<file path="config.mk">
export PLATFORM = sky130hd
export DESIGN_NAME = spi_master_byte_engine_core
export DESIGN_NICKNAME = d
export VERILOG_FILES = /design/src/spm_pkg.sv /design/src/spm_step.sv /design/src/spm_out_stage.sv /design/src/spi_master_byte_engine_core.sv
export SDC_FILE = /design/constraint.sdc
export NUM_CORES = 1
export LEC_CHECK = 0
export ABC_AREA = 1
export BUFFER_PORTS_ARGS = -buffer_cell sky130_fd_sc_hd__buf_2
export CORE_MARGIN = 4
export CORE_UTILIZATION = 55
export CTS_CLUSTER_DIAMETER = 100
export DETAILED_ROUTE_END_ITERATION = 8
export HOLD_SLACK_MARGIN = 0.02
export PLACE_DENSITY_LB_ADDON = 0.08
export SYNTH_ARGS = -nofsm -noshare
export SYNTH_HDL_FRONTEND = slang
export SYNTH_HIERARCHICAL = 1
export SYNTH_SLANG_ARGS = --single-unit
</file>
<file path="constraint.sdc">
create_clock -name clk -period 3.9 [get_ports clk]
set_input_delay 0 -clock clk [delete_from_list [all_inputs] [get_ports clk]]
set_output_delay 0 -clock clk [all_outputs]
set_load 0.02 [all_outputs]
</file>
<file path="src/spm_pkg.sv">
// ----------------------------------------------------------------------------
// spm_pkg
// Shared types and constants of the SPI master byte engine.
// ----------------------------------------------------------------------------
package spm_pkg;

  localparam int SS_LINES   = 8;
  localparam int FRAME_BITS = 8;
  localparam int EDGE_LAST  = 2 * FRAME_BITS;

  localparam int SS_W    = 3;
  localparam int EDGE_W  = 5;
  localparam int TICK_W  = 16;
  localparam int ADDR_W  = 4;
  localparam int DATA_W  = 32;

  // Register indexes on the configuration port.
  localparam logic [1:0] REG_POLARITY = 2'd0;
  localparam logic [1:0] REG_PHASE    = 2'd1;
  localparam logic [1:0] REG_HALF     = 2'd2;

  // Input item codes.
  localparam logic FUNC_TICK  = 1'b0;
  localparam logic FUNC_START = 1'b1;

  typedef struct packed {
    logic              polarity;
    logic              phase;
    logic [TICK_W-1:0] half_period;
  } spm_cfg_t;

  typedef struct packed {
    logic [EDGE_W-1:0]     edge_count;
    logic [TICK_W-1:0]     tick_count;
    logic [FRAME_BITS-1:0] tx_shadow;
    logic [FRAME_BITS-1:0] rx_shift;
    logic [SS_W-1:0]       ss_latched;
    logic                  active;
    logic                  sclk;
    logic                  mosi;
  } spm_state_t;

  typedef struct packed {
    logic                  sclk_level;
    logic                  mosi_level;
    logic [SS_W-1:0]       ss_index;
    logic                  ss_active;
    logic                  busy_res;
    logic                  done_res;
    logic [FRAME_BITS-1:0] rx_byte;
  } spm_result_t;

endpackage

</file>
<file path="src/spm_step.sv">
// ----------------------------------------------------------------------------
// spm_step
// Next-state logic for one beat: start, divider tick, clock edge and stop.
// ----------------------------------------------------------------------------
module spm_step (
  input  spm_pkg::spm_cfg_t                cfg,
  input  spm_pkg::spm_state_t              cur,
  input  logic                             func,
  input  logic [spm_pkg::FRAME_BITS-1:0]   tx_byte,
  input  logic [spm_pkg::SS_W-1:0]         ss_select,
  input  logic                             miso_level,
  output spm_pkg::spm_state_t              nxt,
  output logic                             done
);

  logic [spm_pkg::TICK_W-1:0] hp;
  logic [spm_pkg::TICK_W:0]   tick_inc;
  logic                       expire;
  logic [spm_pkg::EDGE_W-1:0] edge_inc;
  logic [3:0]                 bit_idx;
  logic                       tx_bit;
  logic                       do_drive;
  logic [spm_pkg::SS_W-1:0]   ss_mod;

  assign hp       = (cfg.half_period == '0) ? spm_pkg::TICK_W'(1) : cfg.half_period;
  assign tick_inc = {1'b0, cur.tick_count} + (spm_pkg::TICK_W+1)'(1);
  assign expire   = tick_inc >= {1'b0, hp};
  assign edge_inc = cur.edge_count + spm_pkg::EDGE_W'(1);
  assign bit_idx  = edge_inc[4:1];
  assign tx_bit   = (bit_idx < 4'(spm_pkg::FRAME_BITS)) ? cur.tx_shadow[bit_idx[2:0]] : 1'b0;
  // Odd edges are leading edges; phase picks which edge drives MOSI.
  assign do_drive = edge_inc[0] ? cfg.phase : ~cfg.phase;
  assign ss_mod   = spm_pkg::SS_W'(32'(ss_select) % spm_pkg::SS_LINES);

  always_comb begin
    nxt  = cur;
    done = 1'b0;
    if (func == spm_pkg::FUNC_START) begin
      if (!cur.active) begin
        nxt.tx_shadow  = tx_byte;
        nxt.ss_latched = ss_mod;
        nxt.rx_shift   = '0;
        nxt.edge_count = '0;
        nxt.tick_count = '0;
        nxt.active     = 1'b1;
        nxt.sclk       = cfg.polarity;
        nxt.mosi       = cfg.phase ? 1'b1 : tx_byte[0];
      end
    end else if (cur.active) begin
      if (expire) begin
        nxt.tick_count = '0;
        if (cur.edge_count >= spm_pkg::EDGE_W'(spm_pkg::EDGE_LAST)) begin
          nxt.active     = 1'b0;
          nxt.edge_count = '0;
          nxt.mosi       = 1'b1;
          nxt.sclk       = cfg.polarity;
          done           = 1'b1;
        end else begin
          nxt.edge_count = edge_inc;
          if (do_drive) begin
            nxt.mosi = tx_bit;
          end else begin
            nxt.rx_shift = {miso_level, cur.rx_shift[spm_pkg::FRAME_BITS-1:1]};
          end
          nxt.sclk = edge_inc[0] ? ~cfg.polarity : cfg.polarity;
        end
      end else begin
        nxt.tick_count = tick_inc[spm_pkg::TICK_W-1:0];
      end
    end
  end

endmodule

</file>
<file path="src/spm_out_stage.sv">
// ----------------------------------------------------------------------------
// spm_out_stage
// Result register with valid/ready handshake; loads while the old beat leaves.
// ----------------------------------------------------------------------------
module spm_out_stage (
  input  logic                 clk,
  input  logic                 rst_n,
  input  logic                 load,
  input  spm_pkg::spm_result_t load_data,
  input  logic                 out_ready,
  output logic                 out_valid,
  output logic                 can_load,
  output spm_pkg::spm_result_t out_data
);

  logic                 valid_r;
  logic                 valid_nxt;
  spm_pkg::spm_result_t data_r;

  assign can_load  = ~valid_r | out_ready;
  assign valid_nxt = load | (valid_r & ~out_ready);

  always_ff @(posedge clk) begin
    if (!rst_n) begin
      valid_r <= 1'b0;
    end else begin
      valid_r <= valid_nxt;
    end
  end

  always_ff @(posedge clk) begin
    if (load) begin
      data_r <= load_data;
    end
  end

  assign out_valid = valid_r;
  assign out_data  = data_r;

endmodule

</file>
<file path="src/spi_master_byte_engine_core.sv">
// ----------------------------------------------------------------------------
// spi_master_byte_engine_core
// SPI master moving one byte, least significant bit first, in modes 0 to 3.
// ----------------------------------------------------------------------------
// Every input beat is one step of the engine: a start beat (func = 1) latches
// the byte to send and the select index, a tick beat (func = 0) advances the
// half-period divider, and each divider expiry makes one serial clock edge.
// A transfer runs its clock edges, then the next expiry releases select and
// flags done. Each input beat yields exactly one result beat with the line
// levels after it. The block takes one beat per cycle while in_ready is high:
// the next state is computed in one pass from the state registers and the
// accepted beat, and written together with the result register at the same
// edge. in_ready drops only while the result register holds a beat that
// out_ready does not take. Configuration sits on an APB port (polarity at
// 0x0, phase at 0x4, half period at 0x8); write it only while no input beat
// is offered. A write during a transfer takes effect on the later edges of
// that transfer.
// ----------------------------------------------------------------------------
module spi_master_byte_engine_core (
  input  logic                               clk,
  input  logic                               rst_n,
  // APB configuration port
  input  logic                               psel,
  input  logic                               penable,
  input  logic                               pwrite,
  input  logic [spm_pkg::ADDR_W-1:0]         paddr,
  input  logic [spm_pkg::DATA_W-1:0]         pwdata,
  output logic [spm_pkg::DATA_W-1:0]         prdata,
  output logic                               pready,
  // input channel
  input  logic                               in_valid,
  output logic                               in_ready,
  input  logic                               in_func,
  input  logic [spm_pkg::FRAME_BITS-1:0]     in_tx_byte,
  input  logic [spm_pkg::SS_W-1:0]           in_ss_select,
  input  logic                               in_miso_level,
  // result channel
  output logic                               out_valid,
  input  logic                               out_ready,
  output logic                               out_sclk_level,
  output logic                               out_mosi_level,
  output logic [spm_pkg::SS_W-1:0]           out_ss_index,
  output logic                               out_ss_active,
  output logic                               out_busy_res,
  output logic                               out_done_res,
  output logic [spm_pkg::FRAME_BITS-1:0]     out_rx_byte
);

  // Configuration registers.
  spm_pkg::spm_cfg_t   cfg_r;
  spm_pkg::spm_cfg_t   cfg_nxt;
  // Engine state.
  spm_pkg::spm_state_t state_r;
  spm_pkg::spm_state_t state_nxt;
  spm_pkg::spm_state_t step_state;
  logic                step_done;
  logic                in_accept;
  logic                cfg_write;
  logic [1:0]          cfg_index;
  spm_pkg::spm_result_t result;
  spm_pkg::spm_result_t out_data;

  assign pready    = 1'b1;
  assign cfg_write = psel & penable & pwrite;
  assign cfg_index = paddr[3:2];

  // Read back the addressed register; unused addresses read zero.
  always_comb begin
    case (cfg_index)
      spm_pkg::REG_POLARITY: prdata = {{(spm_pkg::DATA_W-1){1'b0}}, cfg_r.polarity};
      spm_pkg::REG_PHASE:    prdata = {{(spm_pkg::DATA_W-1){1'b0}}, cfg_r.phase};
      spm_pkg::REG_HALF:     prdata = {{(spm_pkg::DATA_W-spm_pkg::TICK_W){1'b0}},
                                       cfg_r.half_period};
      default:               prdata = '0;
    endcase
  end

  always_comb begin
    cfg_nxt = cfg_r;
    if (cfg_write) begin
      case (cfg_index)
        spm_pkg::REG_POLARITY: cfg_nxt.polarity    = pwdata[0];
        spm_pkg::REG_PHASE:    cfg_nxt.phase       = pwdata[0];
        spm_pkg::REG_HALF:     cfg_nxt.half_period = pwdata[spm_pkg::TICK_W-1:0];
        default:               cfg_nxt = cfg_r;
      endcase
    end
  end

  always_ff @(posedge clk) begin
    if (!rst_n) begin
      cfg_r.polarity    <= 1'b0;
      cfg_r.phase       <= 1'b0;
      cfg_r.half_period <= spm_pkg::TICK_W'(1);
    end else begin
      cfg_r <= cfg_nxt;
    end
  end

  // One pass of next-state logic per accepted beat.
  spm_step u_step (
    .cfg        (cfg_r),
    .cur        (state_r),
    .func       (in_func),
    .tx_byte    (in_tx_byte),
    .ss_select  (in_ss_select),
    .miso_level (in_miso_level),
    .nxt        (step_state),
    .done       (step_done)
  );

  assign in_accept = in_valid & in_ready;

  // Advance the state on an accepted beat. A polarity write while idle moves
  // the clock line to the new idle level at once; the user keeps config writes
  // and beats apart, which the block does not enforce: an accepted beat wins.
  always_comb begin
    state_nxt = state_r;
    if (in_accept) begin
      state_nxt = step_state;
    end else if (cfg_write && cfg_index == spm_pkg::REG_POLARITY && !state_r.active) begin
      state_nxt.sclk = pwdata[0];
    end
  end

  always_ff @(posedge clk) begin
    if (!rst_n) begin
      state_r.edge_count <= '0;
      state_r.tick_count <= '0;
      state_r.tx_shadow  <= '0;
      state_r.rx_shift   <= '0;
      state_r.ss_latched <= '0;
      state_r.active     <= 1'b0;
      state_r.sclk       <= 1'b0;
      state_r.mosi       <= 1'b1;
    end else begin
      state_r <= state_nxt;
    end
  end

  // Build the result beat from the state after this beat.
  always_comb begin
    result.sclk_level = step_state.sclk;
    result.mosi_level = step_state.mosi;
    result.ss_index   = step_state.ss_latched;
    result.ss_active  = step_state.active;
    result.busy_res   = step_state.active;
    result.done_res   = step_done;
    result.rx_byte    = step_state.rx_shift;
  end

  // Hold the result until taken; take the next beat in the same cycle.
  spm_out_stage u_out (
    .clk       (clk),
    .rst_n     (rst_n),
    .load      (in_accept),
    .load_data (result),
    .out_ready (out_ready),
    .out_valid (out_valid),
    .can_load  (in_ready),
    .out_data  (out_data)
  );

  assign out_sclk_level = out_data.sclk_level;
  assign out_mosi_level = out_data.mosi_level;
  assign out_ss_index   = out_data.ss_index;
  assign out_ss_active  = out_data.ss_active;
  assign out_busy_res   = out_data.busy_res;
  assign out_done_res   = out_data.done_res;
  assign out_rx_byte    = out_data.rx_byte;

endmodule
</file>
## Word-level counts from Yosys, hierarchy flattened

Index checks and enable logic that the tools add are counted.

- Register bits: 77
- Bits of input ports: 56
- Output and inout port bits: 51
- Word-level logic and storage cells: 83

- Multiplexer cells: 29
- Add/sub/neg operators: 2
- Reductions and logical operators: 15
- Bitwise logic cells: 12
- Order comparisons: 4
- Equal/unequal tests: 3

Operators by type and width:

| kind | number |
|---|---|
| 16-bit case mux with 3 select lines | 1 |
| 43-bit 2-to-1 mux | 1 |
| 21-bit 2-to-1 mux | 2 |
| 8-bit 2-to-1 mux | 5 |
| 16-bit 2-to-1 mux | 2 |
| 16-bit by 1-bit adder with 17-bit output (second input constant) | 1 |
| 17-bit by 16-bit >= comparator with 1-bit output | 1 |
| 16-bit logical NOT | 1 |
| 3-bit 2-to-1 mux | 4 |
| 1-bit 2-to-1 mux | 10 |
| 5-bit 2-to-1 mux | 2 |
| 1-bit NOT | 6 |
| 2-bit AND reduction | 3 |
| 3-bit AND reduction | 2 |
| 2-bit nonzero test | 3 |
| 5-bit by 1-bit adder with 5-bit output (second input constant) | 1 |
| 5-bit >= comparator (second input constant) | 1 |
| 1-bit bitwise AND | 4 |
| 3-bit by 4-bit less-than comparator with 1-bit output (second input constant) | 1 |
| 4-bit less-than comparator (second input constant) | 1 |
| 4-bit AND reduction | 1 |
| 1-bit binary-select mux with 3-bit select | 1 |
| 3-bit OR reduction | 1 |
| 2-bit by 1-bit equality test with 1-bit output (second input constant) | 1 |
| other kinds (7) | 9 |

## Depth between registers and ports, before layout

Gate-level depths: netlist of run 1.

- Depth in word-level cells: 10
- Mapped depth: 24
- Mapped depth without buffers: 24

## Cells and area by module

The synthesis of run 1 kept the hierarchy.

By module, submodules not included:

| module | times used | seq. area each (sq um) | cells an instance | area an instance (sq um) |
|---|---|---|---|---|
| spi_master_byte_engine_core | 1 | 1221.2 | 334 | 2468.6 |
| spm_step | 1 | 0.0 | 391 | 2030.7 |
| spm_out_stage | 1 | 500.5 | 22 | 526.8 |

## Worst setup path before layout of run 1

Ideal clock, no wire load.

- Kind: flip-flop to flip-flop
- Start point: reg state_r[22] (netlist bit)
- End point: reg state_r[1] (netlist bit)
- Setup time: 0.113 ns
- Setup slack: 1.041 ns
- Period minus slack after synthesis: 2.859 ns
- Path buffers: 1
- Arrival: 2.746 ns
- Stages on the path, launching flop included: 23
- Data required time: 3.787 ns
- Path through: dfxtp_1 ha_1 nand2_2 nor2_2 nand3_2 inv_1 nand3_1 xor2_1 inv_1 ha_1 nand2_1 nor2_1 nand2_1 o21ai_0 nor2_1 nand2_4 buf_6 nand3_1 nand3_1 nand2_1 o21a_1 nand2_1 nor2_1

RTL lines:

| what | RTL line | RTL |
|---|---|---|
| start, declared | spi_master_byte_engine_core.sv:53 | `spm_pkg::spm_state_t state_r;` |
| start signal, assigned | spi_master_byte_engine_core.sv:137 | `state_r <= state_nxt;` |

==> results.md, run 1 <==
- Status: finished, final reports clean
- Post CTS Setup Buffer Count: 0
- Chip height: 104 um
- Port bufs: 71
- Worst Path Max Fanout: 18
- Synth Register Bits: 78
- Sw Ratio: 34.6%
- Pre-Repair DR Iteration Count: 5
- Max Slew Vio Count: 0
- Congestion Overflow GR: 0
- Worst slew pin tran: 1100 ps
- Main flop type after synthesis: dfxtp_1
- Worst path cell trace: ha_1 -> nand2_2 -> nor2_2 -> nand3_2 -> inv_1 -> nand3_1 -> xor2_1 -> inv_1 -> ha_1 -> a21oi_1 -> nor2_1 -> nor2_1 -> o21ai_1 -> nor2_1 -> nand2_4 -> nand2_4 -> nand2_1 -> nand3_1 -> nand2_1 -> o21a_1 -> nand2_1 -> nor2_1
- Die Footprint: 0.0107 mm2
- Asr flop ratio synth: 0%
- Total core area: 0.00881 mm2
- Yosys warns: 6
- Post-synth EDFFs: 16
- Crit-path max cell delay: 450 ps
- Post-Syn Instances: 747
- Worst Skew: 13.8 ps
- Crit path from: state_r[22]
- Setup TNS: 0 ps
- Row Count: 34
- Comb pwr share: 25.6%
- Psw: 679 uW
- TritonCTS Sinks: 78
- P per Cell Area: 344 mW/mm2
- Final period util: 90.0%
- Io pins: 107
- Clk pwr share: 27.2%
- Worst Setup EP: state_r[1]
- CP delay by family, top: simple AND/OR/NAND/NOR gates
- Worst Setup Slack post-DPL: 436 ps
- Hold WC Path Type: input pin to flip-flop
- Area leader, netlist: dfxtp_1
- Sequential share of the synthesized area: 34.3%
- Tot GR Track Use: 23.0%
- Pint: 1.29 mW
- R2R Path Start: state_r[22]
- Maximum clock rate: 285 MHz
- Initial core utilization: 57.1%
- Avg Inst Size Synth: 6.73 um2
- CTS tree: built
- Final antenna-violating net count: 0
- Total wire length: 12200 um
- Crit-path most repeated cell: nor2_1
- Initial antenna violation count: 0
- Critical Path Stages: 22
- Maximum vdd drop: 223 uV
- Diodes inserted: 0
- Worst skew pair latency: 350 ps
- Hold Vio Cnt, Final: 0
- Global-route wire length before repair: 20900 um
- Avg WL per Cell: 13.0 um
- Critical path's slowest cell: dfxtp_1
- Syn-to-layout area delta: 13.6%
- Setup crit start kind: flip-flop
- Register area: 0.00172 mm2
- Leak pwr: 2.73 nW
- Multi-input gate area: 0.00270 mm2
- Most frequent cell after synthesis: nor2_1
- Vias per inst: 5.11
- CTS clk-pin slew, worst paths: 80 ps
- Max Buffers Root-to-Sink: 2
- Synth unique cells: 41
- Worst reg-to-reg setup slack: 390 ps
- Hpwl dp: 8130 um
- Unrepaired setup endpoints after global routing: false
- Post-Synthesis Cell Area: 0.00503 mm2
- RePlAce Congestion: 0.854
- Synth top area share: 24.7%
- Final worst-path setup slack: 388 ps
- Htree depth: 3
- Die W: 104 um
- Setup violators final: 0
- First DRT Iteration DRCs: 202
- Required @ worst endpoint: 4150 ps
- CTS Buf Count: 9
- Final net count: 901
- Max cap viols: 0
- Worst reg2reg path depth: 22
- Top cells by area, synth: dfxtp_1 25%, nor2_1 12%, nand2_1 10%, edfxtp_1 9.6%, inv_1 6.6%
- CTS root buffer: clkbuf_8
- CP endpoint kind: flip-flop
- Crit Path Category: flip-flop to flip-flop
- Commonest cells post-synth: 156 x nor2_1, 138 x nand2_1, 89 x inv_1, 65 x o21ai_0, 62 x dfxtp_1
- Buf+Inv Stages, Crit Path: 2
- Vias in the first global route: 4737
- Largest net degree at the start of global routing: 63
- Reg-to-reg critical path endpoint: state_r[1]
- Fill count: 802
- Via count: 4802
- Final Power: 1.96 mW
- Slew headroom: 26.7%
- Crit path time final: 3510 ps
- DRC violations left: 0
- Worst Path Arrival: 3760 ps
- Layout cell share with drive strength beyond 1: 15.8%
- Sequential fraction of design power: 47.2%
==> cell families after synthesis <==
| family | Yosys count | synth area share (%) |
|---|---|---|
| muxes | 1 | 0.199 |
| DFF | 78 | 34.3 |
| AOI/OAI and AO/OA | 105 | 11.2 |
| adders and majority gates | 19 | 4.73 |
| xor gates and xnor gates | 13 | 2.27 |
| buffers and inverters | 142 | 13.1 |
| and+or+nand+nor | 387 | 34.0 |
| other | 2 | 0.149 |
==> power groups by stage <==
stage	Combinational (mW)	Clock (mW)	Sequential, mW
3_5_place_dp	0.479	0	0.946
6_report	0.504	0.533	0.927
3_3_place_gp	0.467	0	0.943
5_1_grt	0.571	0.576	0.936
4_1_cts	0.498	0.545	0.927
2_1_floorplan	0.379	0	0.955
==> repair_timing <==
action / in CTS / in global routing
hold buffers: 23 / 0
resized for setup: 0 / 2
endpoints found under the setup margin: 0 / 3
endpoints found under the hold margin: 24 / 0
==> cell usage in the layout, fill, tap and decap left out, types with 9 or more instances in the layout <==
cell type	count
inv_1	89
nand3b_1	9
dfxtp_1	62
xor2_1	11
o21ai_0	65
nand3_2	9
nand3_1	44
clkbuf_8	9
nor2_1	156
ha_1	19
nand2_2	15
dlygate4sd3_1	23
edfxtp_1	16
o21ai_1	17
a21oi_1	10
buf_2	71
conb_1	17
nand2_1	138
==> through the flow <==
step,utilization [%],cell area [um2],std cells,hold WS [ps]
after floorplan,-,5080,762,122
after global placement,60.3,5310,900,222
after detailed placement,60.3,5310,900,229
after CTS,64.8,5710,939,21.1
after global routing,64.9,5710,939,56.1
final,64.9,5710,939,22.6
==> per-layer routing <==
metal | share of wire (%) | vias to the layer above | GRT usage (%)
met5 | 0 | - | 0
met3 | 3.8 | 12 | 4.17
met1 | 44 | 2212 | 26.0
met2 | 51 | 90 | 43.4
li1 | - | 2488 | -
met4 | 1.2 | 0 | 7.79
==> sequential cells by signal (all words and copies together), names as in the netlist <==
name and count:
state_r 43, u_out/out_valid 1, u_out/out_data 16, cfg_r 18
==> worst reg2reg max path, delay by kind of cell, from the launching register on <==
| kind | cells | cell delay, ps |
|---|---|---|
| adders and majority gates | 2 | 550 |
| buffers and inverters | 2 | 170 |
| DFF | 1 | 450 |
| and+or+nand+nor | 14 | 1620 |
| AOI/OAI and AO/OA | 3 | 420 |
| xor gates and xnor gates | 1 | 220 |
==> how the worst min path moves through the flow <==
stage,depth (start not counted),start,end
after floorplan,2,rst_n,u_out/out_valid
after global placement,3,pwdata[5],cfg_r[5]
after detailed placement,3,pwdata[7],cfg_r[7]
after CTS,5,in_tx_byte[2],state_r[16]
after global routing,5,in_tx_byte[2],state_r[16]
final,5,in_tx_byte[2],state_r[16]
==> layout make-up <==
type	instances	share of cell area (%)
well taps	108	2.37
inverters	95	6.29
flip-flops and latches	78	30.1
clock buffers	10	2.23
multi-input cells	542	47.3
clock inverters	6	0.657
repair buffers	100	11.0
Power figures use the tool's default switching activity.
==> run 2, diff against run 1 <==
--- a/config.mk
+++ b/config.mk
@@ -13,6 +13,7 @@
 export DETAILED_ROUTE_END_ITERATION = 8
 export HOLD_SLACK_MARGIN = 0.02
 export PLACE_DENSITY_LB_ADDON = 0.08
+export RECOVER_POWER = 25
 export SYNTH_ARGS = -nofsm -noshare
 export SYNTH_HDL_FRONTEND = slang
 export SYNTH_HIERARCHICAL = 1
==> results.md, run 2 (synthesized netlist as in run 1, its figures left out) <==
- Via count: 4813 (+0.23%)
- Row Count: 34 (unchanged)
- P per Cell Area: 345 mW/mm2 (+0.37%)
- Max cap viols: 0 (unchanged)
- First DRT Iteration DRCs: 206 (+2.0%)
- Final net count: 901 (unchanged)
- CP delay by family, top: simple AND/OR/NAND/NOR gates
- Global-route wire length before repair: 20900 um (unchanged)
- Crit Path Category: flip-flop to flip-flop
- Hold slack: 22.7 ps (+0.123 ps)
- Chip height: 104 um (unchanged)
- Diodes inserted: 0 (unchanged)
- Layout cell share with drive strength beyond 1: 13.4% (-2.4 points)
- Setup crit start kind: flip-flop
- CP endpoint kind: flip-flop
- Hold WC Path Type: input pin to flip-flop
- Most frequent cells in the layout: 156 x nor2_1, 138 x nand2_1, 89 x inv_1, 74 x o21ai_0, 62 x dfxtp_1
- Setup TNS: 0 ps (unchanged)
- Worst Path Arrival: 3760 ps (about the same)
- # placed instances: 900 (unchanged)
- Detail Route met3 WL: 494 um (+6.7%)
- RePlAce Congestion: 0.854 (unchanged)
- Pre-Repair DR Iteration Count: 5 (unchanged)
- Crit path time final: 3510 ps (+0.669 ps)
- Status: finished, final reports clean
- Buf+Inv Stages, Crit Path: 2 (unchanged)
- Uppermost layer routed: met4
- Worst slew pin tran: 1000 ps (-97.1 ps)
- Total wire length: 12200 um (-0.16%)
- Port bufs: 71 (unchanged)
- Largest net degree at the start of global routing: 63 (unchanged)
- Post-route core utilization: 64.5% (-0.36 points)
- CTS root buffer: clkbuf_8
- Vias per inst: 5.13 (+0.23%)
- Worst path cell trace: ha_1 -> nand2_2 -> nor2_2 -> nand3_2 -> inv_1 -> nand3_1 -> xor2_1 -> inv_1 -> ha_1 -> a21oi_1 -> nor2_1 -> nor2_1 -> o21ai_1 -> nor2_1 -> nand2_4 -> nand2_4 -> nand2_1 -> nand3_1 -> nand2_1 -> o21a_1 -> nand2_1 -> nor2_1
- Total core area: 0.00881 mm2 (unchanged)
- WL met1: 5300 um (-0.69%)
- Metal2 WL: 6250 um (-0.35%)
- Final antenna-violating net count: 0 (unchanged)
- Worst Skew: 11.9 ps (-1.90 ps)
- Tot GR Track Use: 23.0% (unchanged)
- Worst Path Max Fanout: 18 (unchanged)
- Htree depth: 3 (unchanged)
- Hpwl dp: 8130 um (unchanged)
- Hold Vio Cnt, Final: 0 (unchanged)
- Commonest non-fill, non-tap cell in the layout: nor2_1
- Post CTS Setup Buffer Count: 0 (unchanged)
- Slew headroom: 33.1% (+6.5 points)
- Die W: 104 um (unchanged)
- Final Power: 1.96 mW (-0.18%)
- Worst skew pair latency: 350 ps (about the same)
- Syn-to-layout area delta: 13.0%
- Crit-path max cell delay: 450 ps (about the same)
- Initial core utilization: 57.1% (unchanged)
- DRC violations left: 0 (unchanged)
- Unrepaired setup endpoints after global routing: false
- Avg WL per Cell: 13.0 um (-0.16%)
- Setup violators final: 0 (unchanged)
- Io pins: 107 (unchanged)
- Die Footprint: 0.0107 mm2 (unchanged)
- Critical path's slowest cell: dfxtp_1
- Vias in the first global route: 4737 (unchanged)
- Maximum vdd drop: 223 uV (+0.13%)
- Fill count: 816 (+1.7%)
- CTS tree: built
- Crit-path most repeated cell: nor2_1
- Required @ worst endpoint: 4150 ps (about the same)
- Congestion Overflow GR: 0 (unchanged)
- Max Slew Vio Count: 0 (unchanged)
- Initial antenna violation count: 0 (unchanged)
- Final period util: 90.1% (about the same)
- CTS Buf Count: 9 (unchanged)
- Top reg by flops: state_r
- Max Buffers Root-to-Sink: 2 (unchanged)
- Max FFs per register: 43 (unchanged)
- CTS clk-pin slew, worst paths: 80 ps (about the same)
- Layout Cells excl Fill: 939 (unchanged)
- Leak pwr: 2.68 nW (-2.1%)
- TritonCTS Sinks: 78 (unchanged)
- Maximum clock rate: 285 MHz (about the same)
-- run 2: cell count changes in the layout (fill, tap and decap cells not counted) --
cell and delta:
o21ai_0 +9, o211ai_1 +1, clkbuf_1 +18, o211ai_2 -1, o21ai_1 -8, buf_2 -18
o21ai_2 -1
-- run 2: final timing paths --
kind	cells past startpoint	start	to	slack, ps
setup / recovery	22	state_r[22]	state_r[1]	390
hold / removal	5	in_tx_byte[2]	state_r[16]	20
setup reg to reg	22	state_r[22]	state_r[1]	390
hold reg to reg	2	state_r[3]	state_r[3]	490
-- run 2: layout make-up --
| class | count | area [um2] | share of cell area [%] |
|---|---|---|---|
| well taps | 108 | 135 | 2.38 |
| repair buffers | 100 | 608 | 10.7 |
| clock inverters | 6 | 37.5 | 0.661 |
| flip-flops and latches | 78 | 1720 | 30.3 |
| clock buffers | 10 | 128 | 2.25 |
| inverters | 95 | 359 | 6.32 |
| multi-input cells | 542 | 2690 | 47.4 |
-- run 2: tightest hold or removal path: cells and delay by family --
kind            cells  cell delay [ps]
compound gates      2              140
buf+inv             1               80
simple gates        2              120
-- run 2: power breakdown --
group	switching, mW	internal [mW]	total [mW]	leakage (nW)
Sequential	0.0451	0.883	0.928	0.669
Combinational	0.330	0.169	0.499	1.93
Clock	0.305	0.229	0.534	0.0817
-- run 2: layer usage --
| layer | track usage (%) | vias up |
|---|---|---|
| met5 | 0 | - |
| met4 | 7.79 | 0 |
| met3 | 4.17 | 14 |
| met2 | 43.4 | 113 |
| met1 | 26.0 | 2203 |
| li1 | - | 2483 |
-- run 2: per-stage QoR --
stage / area, um2 / setup WS, ps
2_1_floorplan: 5080 / 1040
3_3_place_gp: 5310 / 500
3_5_place_dp: 5310 / 436
4_1_cts: 5710 / 411
5_1_grt: 5680 / 29.5
6_report: 5680 / 388
-- run 2: what timing repair did --
| item | CTS | global route |
|---|---|---|
| resized for setup | 0 | 2 |
| hold endpoints to repair | 24 | 0 |
| hold buffers | 23 | 0 |
| setup endpoints to repair | 0 | 3 |
==> run 3, diff against run 2 <==
--- a/config.mk
+++ b/config.mk
@@ -9,6 +9,7 @@
 export BUFFER_PORTS_ARGS = -buffer_cell sky130_fd_sc_hd__buf_2
 export CORE_MARGIN = 4
 export CORE_UTILIZATION = 55
+export CTS_BUF_LIST = sky130_fd_sc_hd__clkbuf_16
 export CTS_CLUSTER_DIAMETER = 100
 export DETAILED_ROUTE_END_ITERATION = 8
 export HOLD_SLACK_MARGIN = 0.02
==> results.md, run 3 (synthesized netlist as in run 1, its figures left out) <==
- DRC violations left: 0 (unchanged)
- Final period util: 89.8% (-0.26 points)
- Layout cell share with drive strength beyond 1: 13.4% (+0.048 points)
- Top reg by flops: state_r
- Final Power: 2.18 mW (+11%)
- Hpwl dp: 8130 um (unchanged)
- Max cap viols: 0 (unchanged)
- Worst path cell trace: ha_1 -> nand2_2 -> nor2_2 -> nand3_2 -> inv_1 -> nand3_1 -> xor2_1 -> inv_1 -> ha_1 -> a21oi_1 -> nor2_1 -> nor2_1 -> o21ai_1 -> nor2_1 -> nand2_4 -> nand2_4 -> nand2_1 -> nand3_1 -> nand2_1 -> o21a_1 -> nand2_1 -> nor2_1
- Most frequent cells in the layout: 156 x nor2_1, 138 x nand2_1, 90 x inv_1, 74 x o21ai_0, 62 x dfxtp_1
- Worst Path Arrival: 3730 ps (-30 ps)
- Via count: 4797 (-0.33%)
- CTS root buffer: clkbuf_16
- Avg WL per Cell: 13.1 um (+0.90%)
- Vias in the first global route: 4721 (-0.34%)
- Global-route wire length before repair: 21000 um (+0.40%)
- Worst slew pin tran: 1040 ps (+34.6 ps)
- Fin area: 0.00575 mm2 (+1.3%)
- Htree depth: 3 (unchanged)
- Max Slew Vio Count: 0 (unchanged)
- Hold slack: 33.0 ps (+10.3 ps)
- Maximum vdd drop: 258 uV (+16%)
- RePlAce Congestion: 0.854 (unchanged)
- Io pins: 107 (unchanged)
- Setup violators final: 0 (unchanged)
- Status: finished, final reports clean
- Tot GR Track Use: 23.1% (+0.096 points)
- Setup crit start kind: flip-flop
- Setup TNS: 0 ps (unchanged)
- Row Count: 34 (unchanged)
- P per Cell Area: 379 mW/mm2 (+9.9%)
- Chip height: 104 um (unchanged)
- CTS tree: built
- Unrepaired setup endpoints after global routing: false
- Hold Vio Cnt, Final: 0 (unchanged)
- Initial core utilization: 57.1% (unchanged)
- CTS Buf Count: 9 (unchanged)
- WHS Path Cells: 5 (unchanged)
- Worst Path Max Fanout: 18 (unchanged)
- Hold WC Path Type: input pin to flip-flop
- Largest net degree at the start of global routing: 63 (unchanged)
- Hold Crit Start: in_tx_byte[1]
- Total core area: 0.00881 mm2 (unchanged)
- Worst reg2reg path depth: 22 (unchanged)
- Maximum clock rate: 286 MHz (+0.29%)
- Worst reg-to-reg setup slack: 400 ps (about the same)
- Crit-path most repeated cell: nor2_1
- Syn-to-layout area delta: 14.4%
- Die Footprint: 0.0107 mm2 (unchanged)
- Port bufs: 71 (unchanged)
- Crit Path Category: flip-flop to flip-flop
- Final net count: 898 (-0.33%)
- Initial antenna violation count: 0 (unchanged)
- Reg-to-reg critical path endpoint: state_r[1]
- CP endpoint kind: flip-flop
- Max FFs per register: 43 (unchanged)
- Critical path's slowest cell: dfxtp_1
- Congestion Overflow GR: 0 (unchanged)
- Required @ worst endpoint: 4130 ps (-20 ps)
- Max Buffers Root-to-Sink: 2 (unchanged)
- Fill count: 807 (-1.1%)
- Worst Skew: 5.92 ps (-6.01 ps)
- Die W: 104 um (unchanged)
- Hold EP: state_r[15]
- Leak pwr: 2.71 nW (+1.4%)
- Post-route core utilization: 65.3% (+0.81 points)
- Multi-input gate area: 0.00269 mm2 (unchanged)
- Vias per inst: 5.13 (about the same)
- First DRT Iteration DRCs: 233 (+13%)
- CTS clk-pin slew, worst paths: 60 ps (-20 ps)
- Placed cell area: 0.00531 mm2 (unchanged)
- R2R Path Start: state_r[22]
- Register area: 0.00172 mm2 (unchanged)
- Crit path time final: 3500 ps (-10.2 ps)
- Pre-Repair DR Iteration Count: 5 (unchanged)
- TritonCTS Sinks: 78 (unchanged)
- Crit-path max cell delay: 440 ps (about the same)
- Worst skew pair latency: 330 ps (-20 ps)
- Post CTS Setup Buffer Count: 0 (unchanged)
- Commonest non-fill, non-tap cell in the layout: nor2_1
- Slew headroom: 30.8% (-2.3 points)
- Diodes inserted: 0 (unchanged)
- Total wire length: 12300 um (+0.58%)
- Final antenna-violating net count: 0 (unchanged)
run 3: what timing repair did:
action | 4_1_cts | 5_1_grt
hold buffers | 20 | 0
resized for setup | 0 | 2
setup endpoints to repair | 0 | 2
endpoints found under the hold margin | 20 | 0
run 3: layout make-up:
type,count,share of cell area [%]
Sequential cell,78,29.9
Tap cell,108,2.35
Inverter,95,6.24
Clock buffer,9,3.92
Timing Repair Buffer,97,10.1
Multi-Input combinational cell,542,46.8
Clock inverter,7,0.718
run 3: where the power goes:
part | switching, mW | internal, mW | leakage [nW]
clock network | 0.329 | 0.426 | 0.132
registers | 0.0452 | 0.884 | 0.669
logic | 0.330 | 0.166 | 1.91
run 3: how the worst max path moves through the flow:
stage                     cells after the start        start  slack (ps)          end
after floorplan                              22  state_r[22]        1040   state_r[1]
after global placement                       20  state_r[22]         500  state_r[29]
after detailed placement                     22  state_r[22]         440   state_r[1]
after CTS                                    19  state_r[22]         410   state_r[2]
after global routing                         22  state_r[22]          30   state_r[1]
final                                        22  state_r[22]         400   state_r[1]
run 3: per-layer routing:
metal,GRT usage [%],share of wire (%)
met3,3.92,4.3
met5,0,0
met1,26.5,43
met4,7.31,1.2
met2,43.6,51
run 3: worst max-delay path, delay by kind of cell (launching register included):
family,cells,cell delay (ps)
buffers and inverters,2,170
adder cells (fa/ha/maj),2,550
flip-flops,1,440
AND/OR/NAND/NOR,14,1600
XOR/XNOR,1,220
AO/OA/AOI/OAI,3,420
run 3: metrics by stage:
step	setup slack, ps	std cells
global placement	500	900
finish	398	936
detailed placement	436	900
global route	26.1	936
floorplan	1040	762
CTS	411	936
